$ cat config.mk
export PLATFORM = sky130hd
export DESIGN_NAME = telnet_receive_negotiator_top_flat
export DESIGN_NICKNAME = d
export VERILOG_FILES = /design/src/rtl/trn_pkg.sv /design/src/rtl/trn_in_if.sv /design/src/rtl/trn_out_if.sv /design/src/rtl/trn_decode.sv /design/src/rtl/trn_emit.sv /design/src/rtl/telnet_receive_negotiator_top.sv /design/src/flat_wrapper.sv
export SDC_FILE = /design/constraint.sdc
export NUM_CORES = 1
export LEC_CHECK = 0
export ABC_AREA = 1
export BUFFER_PORTS_ARGS = -buffer_cell sky130_fd_sc_hd__buf_2
export CAP_MARGIN = 20
export CORE_MARGIN = 3
export CORE_UTILIZATION = 52
export CTS_BUF_LIST = sky130_fd_sc_hd__clkbuf_8 sky130_fd_sc_hd__clkbuf_16
export DETAILED_ROUTE_END_ITERATION = 8
export GPL_TIMING_DRIVEN = 0
export HOLD_SLACK_MARGIN = 0.02
export PLACE_DENSITY = 0.7
export SYNTH_ARGS = -nofsm -noshare
export SYNTH_HDL_FRONTEND = slang
export SYNTH_SLANG_ARGS = --single-unit
$ cat constraint.sdc
create_clock -name clk -period 3.05 [get_ports clk]
set_clock_uncertainty 0.2 [all_clocks]
set_input_delay 0.305 -clock clk [delete_from_list [all_inputs] [get_ports clk]]
set_output_delay 0.305 -clock clk [all_outputs]
set_load 0.005 [all_outputs]
$ cat src/rtl/trn_pkg.sv
package trn_pkg;

  // Telnet command codes
  localparam logic [7:0] CMD_IAC  = 8'd255;
  localparam logic [7:0] CMD_SE   = 8'd240;
  localparam logic [7:0] CMD_SB   = 8'd250;
  localparam logic [7:0] CMD_WILL = 8'd251;
  localparam logic [7:0] CMD_WONT = 8'd252;
  localparam logic [7:0] CMD_DO   = 8'd253;
  localparam logic [7:0] CMD_DONT = 8'd254;

  // Options and subnegotiation codes
  localparam logic [7:0] OPT_ECHO  = 8'd1;
  localparam logic [7:0] OPT_SGA   = 8'd3;
  localparam logic [7:0] OPT_TTYPE = 8'd24;
  localparam logic [7:0] TT_SEND   = 8'd1;
  localparam logic [7:0] TT_IS     = 8'd0;

  localparam logic [7:0] CHR_NUL       = 8'd0;
  localparam logic [7:0] CHR_ESC       = 8'd27;
  localparam logic [7:0] ESC_END_ABOVE = 8'd64;

  localparam int unsigned IDX_W = 4;

  typedef enum logic [1:0] {
    KIND_DATA,
    KIND_REPLY,
    KIND_NAME_NVT,
    KIND_NAME_ANSI
  } trn_kind_t;

  // One queued request: a display byte, a 3-byte reply, or a terminal-type answer
  typedef struct packed {
    trn_kind_t  kind;
    logic [7:0] val;
    logic [7:0] cmd;
  } trn_req_t;

  function automatic logic [IDX_W-1:0] trn_last_index(trn_kind_t kind);
    logic [IDX_W-1:0] r;
    unique case (kind)
      KIND_DATA:      r = IDX_W'(0);
      KIND_REPLY:     r = IDX_W'(2);
      KIND_NAME_NVT:  r = IDX_W'(8);
      KIND_NAME_ANSI: r = IDX_W'(9);
      default:        r = IDX_W'(0);
    endcase
    return r;
  endfunction

  function automatic logic [7:0] trn_byte(trn_req_t r, logic [IDX_W-1:0] idx);
    logic [7:0] b;
    b = CMD_IAC;
    unique case (r.kind)
      KIND_DATA: b = r.val;
      KIND_REPLY: begin
        case (idx)
          IDX_W'(0): b = CMD_IAC;
          IDX_W'(1): b = r.cmd;
          default:   b = r.val;
        endcase
      end
      KIND_NAME_NVT: begin
        case (idx)
          IDX_W'(0): b = CMD_IAC;
          IDX_W'(1): b = CMD_SB;
          IDX_W'(2): b = OPT_TTYPE;
          IDX_W'(3): b = TT_IS;
          IDX_W'(4): b = 8'h4E;
          IDX_W'(5): b = 8'h56;
          IDX_W'(6): b = 8'h54;
          IDX_W'(7): b = CMD_IAC;
          default:   b = CMD_SE;
        endcase
      end
      default: begin
        case (idx)
          IDX_W'(0): b = CMD_IAC;
          IDX_W'(1): b = CMD_SB;
          IDX_W'(2): b = OPT_TTYPE;
          IDX_W'(3): b = TT_IS;
          IDX_W'(4): b = 8'h41;
          IDX_W'(5): b = 8'h4E;
          IDX_W'(6): b = 8'h53;
          IDX_W'(7): b = 8'h49;
          IDX_W'(8): b = CMD_IAC;
          default:   b = CMD_SE;
        endcase
      end
    endcase
    return b;
  endfunction

endpackage

$ cat src/rtl/trn_in_if.sv
interface trn_in_if;
  logic       valid;
  logic       ready;
  logic [7:0] in_byte;

  modport source (output valid, output in_byte, input ready);
  modport sink (input valid, input in_byte, output ready);
endinterface

$ cat src/rtl/trn_out_if.sv
interface trn_out_if;
  logic       valid;
  logic       ready;
  logic [7:0] out_byte;
  logic       out_dest;
  logic       last;

  modport source (output valid, output out_byte, output out_dest, output last, input ready);
  modport sink (input valid, input out_byte, input out_dest, input last, output ready);
endinterface

$ cat src/rtl/trn_decode.sv
module trn_decode (
  input  logic              clk,
  input  logic              rst,
  input  logic              fire,
  input  logic [7:0]        in_byte,
  output trn_pkg::trn_req_t req,
  output logic              req_valid
);
  import trn_pkg::*;

  typedef enum logic [1:0] {PH_DATA, PH_CODE, PH_OPTION} phase_t;
  typedef enum logic [2:0] {V_SB, V_WILL, V_WONT, V_DO, V_DONT} verb_t;
  typedef enum logic [1:0] {H_NVT, H_ANSI, H_TTYPE, H_DISCARD} handler_t;
  typedef enum logic [1:0] {E_NORMAL, E_ESC, E_SEQ} esc_t;

  phase_t   phase, phase_next;
  verb_t    verb, verb_next;
  handler_t handler, handler_next;
  esc_t     esc, esc_next;
  logic [1:0] pick, pick_next;
  logic     run;

  always_comb begin
    phase_next   = phase;
    verb_next    = verb;
    handler_next = handler;
    esc_next     = esc;
    pick_next    = pick;
    run          = 1'b0;
    req_valid    = 1'b0;
    req          = '{kind: KIND_DATA, val: in_byte, cmd: CMD_IAC};

    unique case (phase)
      PH_CODE: begin
        phase_next = PH_DATA;
        case (in_byte)
          CMD_IAC:  run = 1'b1;
          CMD_SE:   handler_next = (pick == 2'd0) ? H_NVT : H_ANSI;
          CMD_SB:   begin verb_next = V_SB;   phase_next = PH_OPTION; end
          CMD_WILL: begin verb_next = V_WILL; phase_next = PH_OPTION; end
          CMD_WONT: begin verb_next = V_WONT; phase_next = PH_OPTION; end
          CMD_DO:   begin verb_next = V_DO;   phase_next = PH_OPTION; end
          CMD_DONT: begin verb_next = V_DONT; phase_next = PH_OPTION; end
          default:  ;
        endcase
      end
      PH_OPTION: begin
        phase_next = PH_DATA;
        req.kind   = KIND_REPLY;
        if (verb == V_SB) begin
          handler_next = (in_byte == OPT_TTYPE) ? H_TTYPE : H_DISCARD;
        end else if (in_byte == OPT_SGA) begin
          req_valid = 1'b0;
        end else if (in_byte == OPT_ECHO) begin
          req_valid = (verb == V_WILL) || (verb == V_WONT) || (verb == V_DO) ||
                      (verb == V_DONT);
          if (verb == V_WILL)      req.cmd = CMD_DO;
          else if (verb == V_WONT) req.cmd = CMD_DONT;
          else                     req.cmd = CMD_WONT;
        end else if (in_byte == OPT_TTYPE) begin
          req_valid = (verb == V_WILL) || (verb == V_DO);
          req.cmd   = (verb == V_WILL) ? CMD_DONT : CMD_WILL;
        end else begin
          req_valid = (verb == V_WILL) || (verb == V_DO);
          req.cmd   = (verb == V_WILL) ? CMD_DONT : CMD_WONT;
        end
      end
      default: begin
        phase_next = PH_DATA;
        if (in_byte == CMD_IAC) phase_next = PH_CODE;
        else                    run = 1'b1;
      end
    endcase

    if (run) begin
      unique case (handler)
        H_NVT: req_valid = (in_byte != CHR_NUL);
        H_ANSI: begin
          unique case (esc)
            E_ESC: esc_next = E_SEQ;
            E_SEQ: if (in_byte > ESC_END_ABOVE) esc_next = E_NORMAL;
            default: begin
              esc_next = E_NORMAL;
              if (in_byte == CHR_ESC)      esc_next = E_ESC;
              else if (in_byte != CHR_NUL) req_valid = 1'b1;
            end
          endcase
        end
        H_TTYPE: begin
          if (in_byte == TT_SEND) begin
            pick_next = (pick >= 2'd2) ? 2'd0 : pick + 2'd1;
            req_valid = 1'b1;
            req.kind  = (pick_next == 2'd0) ? KIND_NAME_NVT : KIND_NAME_ANSI;
          end
        end
        default: ;
      endcase
    end
  end

  always_ff @(posedge clk) begin
    if (rst) begin
      phase   <= PH_DATA;
      verb    <= V_SB;
      handler <= H_NVT;
      esc     <= E_NORMAL;
      pick    <= 2'd0;
    end else if (fire) begin
      phase   <= phase_next;
      verb    <= verb_next;
      handler <= handler_next;
      esc     <= esc_next;
      pick    <= pick_next;
    end
  end

endmodule

$ cat src/rtl/trn_emit.sv
module trn_emit (
  input  logic              clk,
  input  logic              rst,
  input  logic              load,
  input  trn_pkg::trn_req_t req,
  output logic              free,
  trn_out_if.source         tx
);
  import trn_pkg::*;

  logic             valid;
  trn_req_t         cur;
  logic [IDX_W-1:0] idx;
  logic             last_i;

  assign last_i = (idx == trn_last_index(cur.kind));
  // Open for a new request when empty or when the final byte leaves now
  assign free   = !valid || (tx.ready && last_i);

  always_ff @(posedge clk) begin
    if (rst) begin
      valid <= 1'b0;
    end else if (load) begin
      valid <= 1'b1;
      cur   <= req;
      idx   <= '0;
    end else if (valid && tx.ready) begin
      if (last_i) valid <= 1'b0;
      else        idx   <= idx + IDX_W'(1);
    end
  end

  assign tx.valid    = valid;
  assign tx.out_byte = trn_byte(cur, idx);
  assign tx.out_dest = (cur.kind != KIND_DATA);
  assign tx.last     = last_i;

endmodule

$ cat src/rtl/telnet_receive_negotiator_top.sv
// Channel | Dir | Payload                    | Role
// rx      | in  | in_byte[7:0]               | received telnet bytes
// tx      | out | out_byte[7:0], out_dest, last | display bytes (dest 0), replies (dest 1)
//
// One received byte is decoded in the cycle it is accepted; the result leaves
// from an output register the next cycle, one byte per cycle while tx is ready.
// Display bytes and zero-result bytes sustain one request per cycle while tx is ready.
// A 3-byte reply or a terminal-type answer holds rx until its last byte is taken;
// the output sequencer is the only thing that throttles input.
// rst is synchronous: decoder returns to data phase with the NVT handler.
module telnet_receive_negotiator_top (
  input  logic      clk,
  input  logic      rst,
  trn_in_if.sink    rx,
  trn_out_if.source tx
);
  import trn_pkg::*;

  trn_req_t req;
  logic     req_valid;
  logic     free;
  logic     fire;

  // Take a new request whenever the sequencer is empty or finishing
  assign rx.ready = free;
  assign fire     = rx.valid && rx.ready;

  // Protocol state and request decode; state advances only on an accepted byte
  trn_decode u_decode (
    .clk       (clk),
    .rst       (rst),
    .fire      (fire),
    .in_byte   (rx.in_byte),
    .req       (req),
    .req_valid (req_valid)
  );

  // Output sequencer: expand the request into its byte stream, mark the last
  trn_emit u_emit (
    .clk  (clk),
    .rst  (rst),
    .load (fire && req_valid),
    .req  (req),
    .free (free),
    .tx   (tx)
  );

endmodule

$ cat src/flat_wrapper.sv
// flat-port wrapper written by rule: the top's interface ports become plain ports
module telnet_receive_negotiator_top_flat import trn_pkg::*;
  (clk, rst, rx_valid, rx_in_byte, rx_ready, tx_valid, tx_out_byte, tx_out_dest, tx_last, tx_ready);
  trn_in_if rx_i ();
  trn_out_if tx_i ();
  input  logic clk;
  input  logic rst;
  input wire logic [$bits(rx_i.valid)-1:0] rx_valid;
  input wire logic [$bits(rx_i.in_byte)-1:0] rx_in_byte;
  output wire logic [$bits(rx_i.ready)-1:0] rx_ready;
  output wire logic [$bits(tx_i.valid)-1:0] tx_valid;
  output wire logic [$bits(tx_i.out_byte)-1:0] tx_out_byte;
  output wire logic [$bits(tx_i.out_dest)-1:0] tx_out_dest;
  output wire logic [$bits(tx_i.last)-1:0] tx_last;
  input wire logic [$bits(tx_i.ready)-1:0] tx_ready;
  assign rx_i.valid = rx_valid;
  assign rx_i.in_byte = rx_in_byte;
  assign rx_ready = rx_i.ready;
  assign tx_valid = tx_i.valid;
  assign tx_out_byte = tx_i.out_byte;
  assign tx_out_dest = tx_i.out_dest;
  assign tx_last = tx_i.last;
  assign tx_i.ready = tx_ready;
  telnet_receive_negotiator_top u_core (.clk(clk), .rst(rst), .rx(rx_i), .tx(tx_i));
endmodule
# Word level (Yosys, flattened, before mapping)
# Memory sizes are Yosys's and may differ from the RTL's. A register that Yosys moved wholly into a read port is not among the register bits.
# Cells that the tools add are included.
dict set report totals {
  reg_bits 34
  romBits 192
  in_bits 12
  output_inout_bits 12
  word_cells 130
  memories 2
}
dict set report op_classes {
  n_addsub 2
  order_cmp 2
  eq_ne 30
  mux 50
  bitwise_logic 2
  n_reduce_logical 32
}
# name words word_bits read_ports rd_ports_with_merged_regs wr line_no
set memory_table {}
lappend memory_table {{(no name shown)} 16 8 1 1 0 trn_pkg.sv:77} ;# case (idx)
lappend memory_table {{(no name shown)} 8 8 1 1 0 trn_pkg.sv:64} ;# case (idx)
# operator n
set ops {}
lappend ops {{$eq A8 B8 Y1 const B} 7}
lappend ops {{$pmux W8 S3} 1}
lappend ops {{$mux W2} 11}
lappend ops {{$mux W1} 20}
lappend ops {{$eq A8 B5 Y1 const B} 2}
lappend ops {{$mux W4} 4}
lappend ops {{$mux W8} 2}
lappend ops {{$pmux W4 S4} 1}
lappend ops {{$pmux W8 S2} 1}
lappend ops {{$pmux W3 S5} 1}
lappend ops {{$mux W3} 4}
lappend ops {{$pmux W2 S2} 3}
lappend ops {{$reduce_and A4 Y1} 3}
lappend ops {{$eq A2 B2 Y1 const B} 5}
lappend ops {{$eq A2 B1 Y1 const B} 4}
lappend ops {{$eq A8 B1 Y1 const B} 1}
lappend ops {{$eq A8 B2 Y1 const B} 1}
lappend ops {{$gt A8 B7 Y1 const B} 1}
lappend ops {{$logic_not A2 Y1} 4}
lappend ops {{$reduce_bool A2 Y1} 4}
lappend ops {{$reduce_bool A8 Y1} 1}
lappend ops {{$eq A3 B2 Y1 const B} 2}
lappend ops {{$ne A2 B2 Y1 const B} 3}
lappend ops {{$reduce_and A3 Y1} 2}
lappend ops {{21 further kinds} 30}

# Logic depth before layout (Yosys ltp)
dict set report logic_depth {
  depth_word 17
  ltp_mapped 19
}

# Cells and area by module
# A second synthesis with hierarchy kept.
dict set report hier_totals {
  cells_unflattened 388
  hier_area_um2 2909.0
}
# mod n_inst cells_per_inst area_each_um2 seq_area_each_um2
set modules_own_cells {}
lappend modules_own_cells {trn_emit 1 201 1789.2 960.9}
lappend modules_own_cells {trn_decode 1 183 1102.3 220.2}
lappend modules_own_cells {telnet_receive_negotiator_top 1 4 17.5 0.0}

# Worst setup path before layout
# OpenSTA, ideal clock, no wires.
dict set report synth_timing {
  path_kind {flip-flop to flip-flop}
  start {reg u_core.u_emit.cur[17] (netlist name)}
  end {reg (tool-made name)}
  setup_ns 0.115
  arrival_ns 2.033
  required_time_ns 2.735
  slack_ns 0.702
  path_stages_with_launch 16
  path_buffers 0
  synth_period_minus_slack_ns 2.348
  path_cell_list {edfxtp_1 nand2_2 nand2_1 nand2_2 nand3_2 nand2_4 nand3_4 nor2_4 nand3_4 nand3_1 nand2_4 ha_1 inv_1 nand2_1 nand3_1 nand2_1}
}
# element line_no
set synth_rtl {}
lappend synth_rtl {{from (decl)} trn_emit.sv:12} ;# trn_req_t cur;
lappend synth_rtl {{from (signal assigned)} trn_emit.sv:25} ;# cur <= req;

==> impl_metrics.env <==
export IMPL_boundaryPins=24
export IMPL_worst_slew_pin_slew_ns=0.477
export IMPL_worstPathCellList="dlygate4sd3_1, buf_2, inv_1, nand2_1, nor2_1, nand2_2, nand2_1, nand3_1, nand2_1, inv_1, nor2_4, nand3_4, nand3_1, nand2_2, ha_1, inv_1, nand2_1, nand3_1, nand2_1"
export IMPL_synthArstFlopShare_pct=0
export IMPL_grt_max_degree=14
export IMPL_crit_buf_inv=5
export IMPL_stdcell_area_um2=2840
export IMPL_status="finished, final reports clean"
export IMPL_drv_slew=0
export IMPL_vias_per_cell=5.29
export IMPL_die_area_um2=5720
export IMPL_cts_buffer_depth=2
export IMPL_die_width_um=75.6
export IMPL_maxSlewHeadroom_pct=68.2
export IMPL_hp_start="rx_in_byte[0]"
export IMPL_place_port_buffers=22
export IMPL_n_antenna_cell=0
export IMPL_yosysTopAreaCell="dfxtp_1"
export IMPL_drt_iter0_markers=186
export IMPL_whs_path_depth=1
export IMPL_drive_gt1_share_pct=16.4
export IMPL_netlist_area_leader_share_pct=20.6
export IMPL_mappedNetlistArea_um2=2520
export IMPL_regToRegSetupSlack_ns=0.34
export IMPL_htreeDepth=2
export IMPL_numCtsBuffers=5
export IMPL_powerDensity_nw_per_um2=537
export IMPL_total_power_mw=1.52
export IMPL_track_usage_pct=20.4
export IMPL_ant_nets=0
export IMPL_start_util_pct=56.0
export IMPL_worstSetupEndpointType="flip-flop"
export IMPL_die_h_um=75.6
export IMPL_area_growth_pct=12.5
export IMPL_hold_violations=0
export IMPL_place_hpwl_mm=4.39
export IMPL_synthTopCellsByArea="dfxtp_1, edfxtp_1, nand2_1, inv_1, ha_1"
export IMPL_overflow=0
export IMPL_grt_pass1_wl_mm=8.78
export IMPL_critPathSlowestCell="dlygate4sd3_1"
export IMPL_num_rows=24
export IMPL_synthCells=338
export IMPL_synth_most_common_cell="nand2_1"
export IMPL_synth_distinct_cells=31
export IMPL_ys_flop_type="dfxtp_1"
export IMPL_core_um2=4500
export IMPL_r2r_start="u_core.u_emit.cur[17]"
export IMPL_peakVddDrop_uv=246
export IMPL_drc=0
export IMPL_placed_cell_area_um2=2700
export IMPL_crit_family="simple AND/OR/NAND/NOR gates"
export IMPL_vias=2239
export IMPL_seq_area_frac_synth_pct=40.9
export IMPL_max_clock_freq_mhz=352
export IMPL_final_setup_viol_count=0
export IMPL_synth_edf_count=17
export IMPL_root_buffer="clkbuf_8"
export IMPL_wirelength_mm=5.65
export IMPL_maxCapViolCount=0
export IMPL_syn_avg_cell_area_um2=7.46
export IMPL_cellLeakagePower_nw=1.32
export IMPL_grt_pass1_vias=1879
export IMPL_avgRoutedWirePerCell_um=13.4
export IMPL_syn_nets=362
export IMPL_fin_crit_ns=2.84
export IMPL_antenna_found_initial=0
export IMPL_path_clk_slew_ns=0.08
export IMPL_critical_path_peak_fanout=9
export IMPL_r2r_cells=15
export IMPL_max_stage_delay_ns=0.53
export IMPL_synth_common_cells="nand2_1, inv_1, nor2_1"
export IMPL_drt_pre_antenna_iters=4
export IMPL_clock_sinks=43
export IMPL_tritoncts="done"
export IMPL_cp_data_arrival_time_ns=2.84
export IMPL_start_kind="input pin"
export IMPL_gp_congestion=0.903
export IMPL_crit_top_cell="nand2_1"
export IMPL_crit_required_ns=3.05
export IMPL_postCtsSetupBuffers=0
export IMPL_synth_seq_cells=43
export IMPL_ys_warn_count=0
export IMPL_hold_end="u_core.u_emit.cur[8]"
export IMPL_min_delay_path_class="input pin to flip-flop"
export IMPL_clk_latency_ns=0.31
export IMPL_nets=394
export IMPL_final_fill_count=430
export IMPL_critical_path_class="input pin to flip-flop"
export IMPL_final_period_utilization_pct=93.2
[where the power goes]
part	switching [mW]	internal, mW
clock network	0.200	0.180
logic	0.267	0.144
registers	0.0416	0.693
total	0.508	1.02
[worst max path at each step]
stage / startpoint / to / cells past startpoint
5_1_grt: rx_in_byte[7] / flip-flop / 19
2_1_floorplan: u_core.u_emit.cur[17] / flip-flop / 15
3_5_place_dp: u_core.u_emit.cur[17] / flip-flop / 15
3_3_place_gp: u_core.u_emit.cur[17] / flip-flop / 15
4_1_cts: rx_in_byte[1] / flip-flop / 19
6_report: rx_in_byte[7] / flip-flop / 19
[what timing repair did]
| item | 4_1_cts | 5_1_grt |
|---|---|---|
| hold buffers | 2 | 1 |
| hold endpoints to repair | 2 | 1 |
| endpoints found under the setup margin | 0 | 6 |
| gates resized for setup | 0 | 5 |
[stage by stage]
stage | hold WS [ns] | util [%] | TNS, ns | cells | setup slack [ns]
5_1_grt | 0.0317 | 63.0 | -0.0102 | 423 | -0.0102
6_report | 0.0300 | 63.0 | 0 | 423 | 0.208
4_1_cts | 0.0243 | 62.4 | 0 | 422 | 0.179
3_5_place_dp | 0.274 | 59.9 | 0 | 412 | 0.366
3_3_place_gp | 0.267 | 59.9 | 0 | 412 | 0.382
2_1_floorplan | 0.204 | - | 0 | 338 | 0.702
[cell type report]
class / count / area, um^2 / share of cell area (%)
multi-input cells: 240 / 1290 / 45.6
flip-flops and latches: 43 / 1030 / 36.3
inverters: 54 / 208 / 7.32
repair buffers: 25 / 140 / 4.94
clock buffers: 6 / 82.6 / 2.91
well taps: 52 / 65.1 / 2.29
clock inverters: 2 / 8.76 / 0.309
plain buffers: 1 / 7.51 / 0.265
[metal layers]
layer | global-route usage [%] | share of wire (%) | up-vias
li1 | - | - | 1169
met5 | 0 | 0 | -
met4 | 7.18 | 2.1 | 0
met3 | 4.09 | 4.0 | 11
met2 | 31.0 | 43 | 40
met1 | 29.0 | 51 | 1019
[logic make-up (layout without fill, tap and decap cells)]
family,count (synthesis),in the layout,share of synthesized area [%]
AO/OA/AOI/OAI,36,36,8.43
XOR/XNOR,2,2,0.695
adder cells (fa/ha/maj),12,12,5.95
buffers and inverters,55,88,8.53
flip-flops,43,43,40.9
AND/OR/NAND/NOR,190,190,35.5
[cell usage in the layout (no fill, tap or decap)]
cell type      Yosys  routed
o2111ai_1          1       1
nand4_1            9       9
o21ai_1            1       1
clkinv_4           1       1
a31oi_1            2       2
inv_1             49      50
nor4_1             2       2
buf_4              1       1
clkinv_2           0       1
a21oi_1           10      10
ha_1              12      12
nand3_1           26      25
dfxtp_1           26      26
buf_2              0      22
nor3_1             5       5
o21ai_0           12      12
dlygate4sd3_1      0       3
inv_2              4       4
nor2_2             2       3
nor2_4             1       1
nand2_1           90      88
nand3_2            3       4
nand2_2           10      11
edfxtp_1          17      17
o32ai_1            2       2
nor2_1            35      34
nand2_4            3       4
a211oi_1           6       6
o22ai_1            1       1
nand3_4            2       2
clkbuf_8           0       6
xor2_1             2       2
o211ai_1           1       1
nand3b_1           1       1
nor3_2             1       1
No activity file was read; power rests on OpenSTA's default activity.
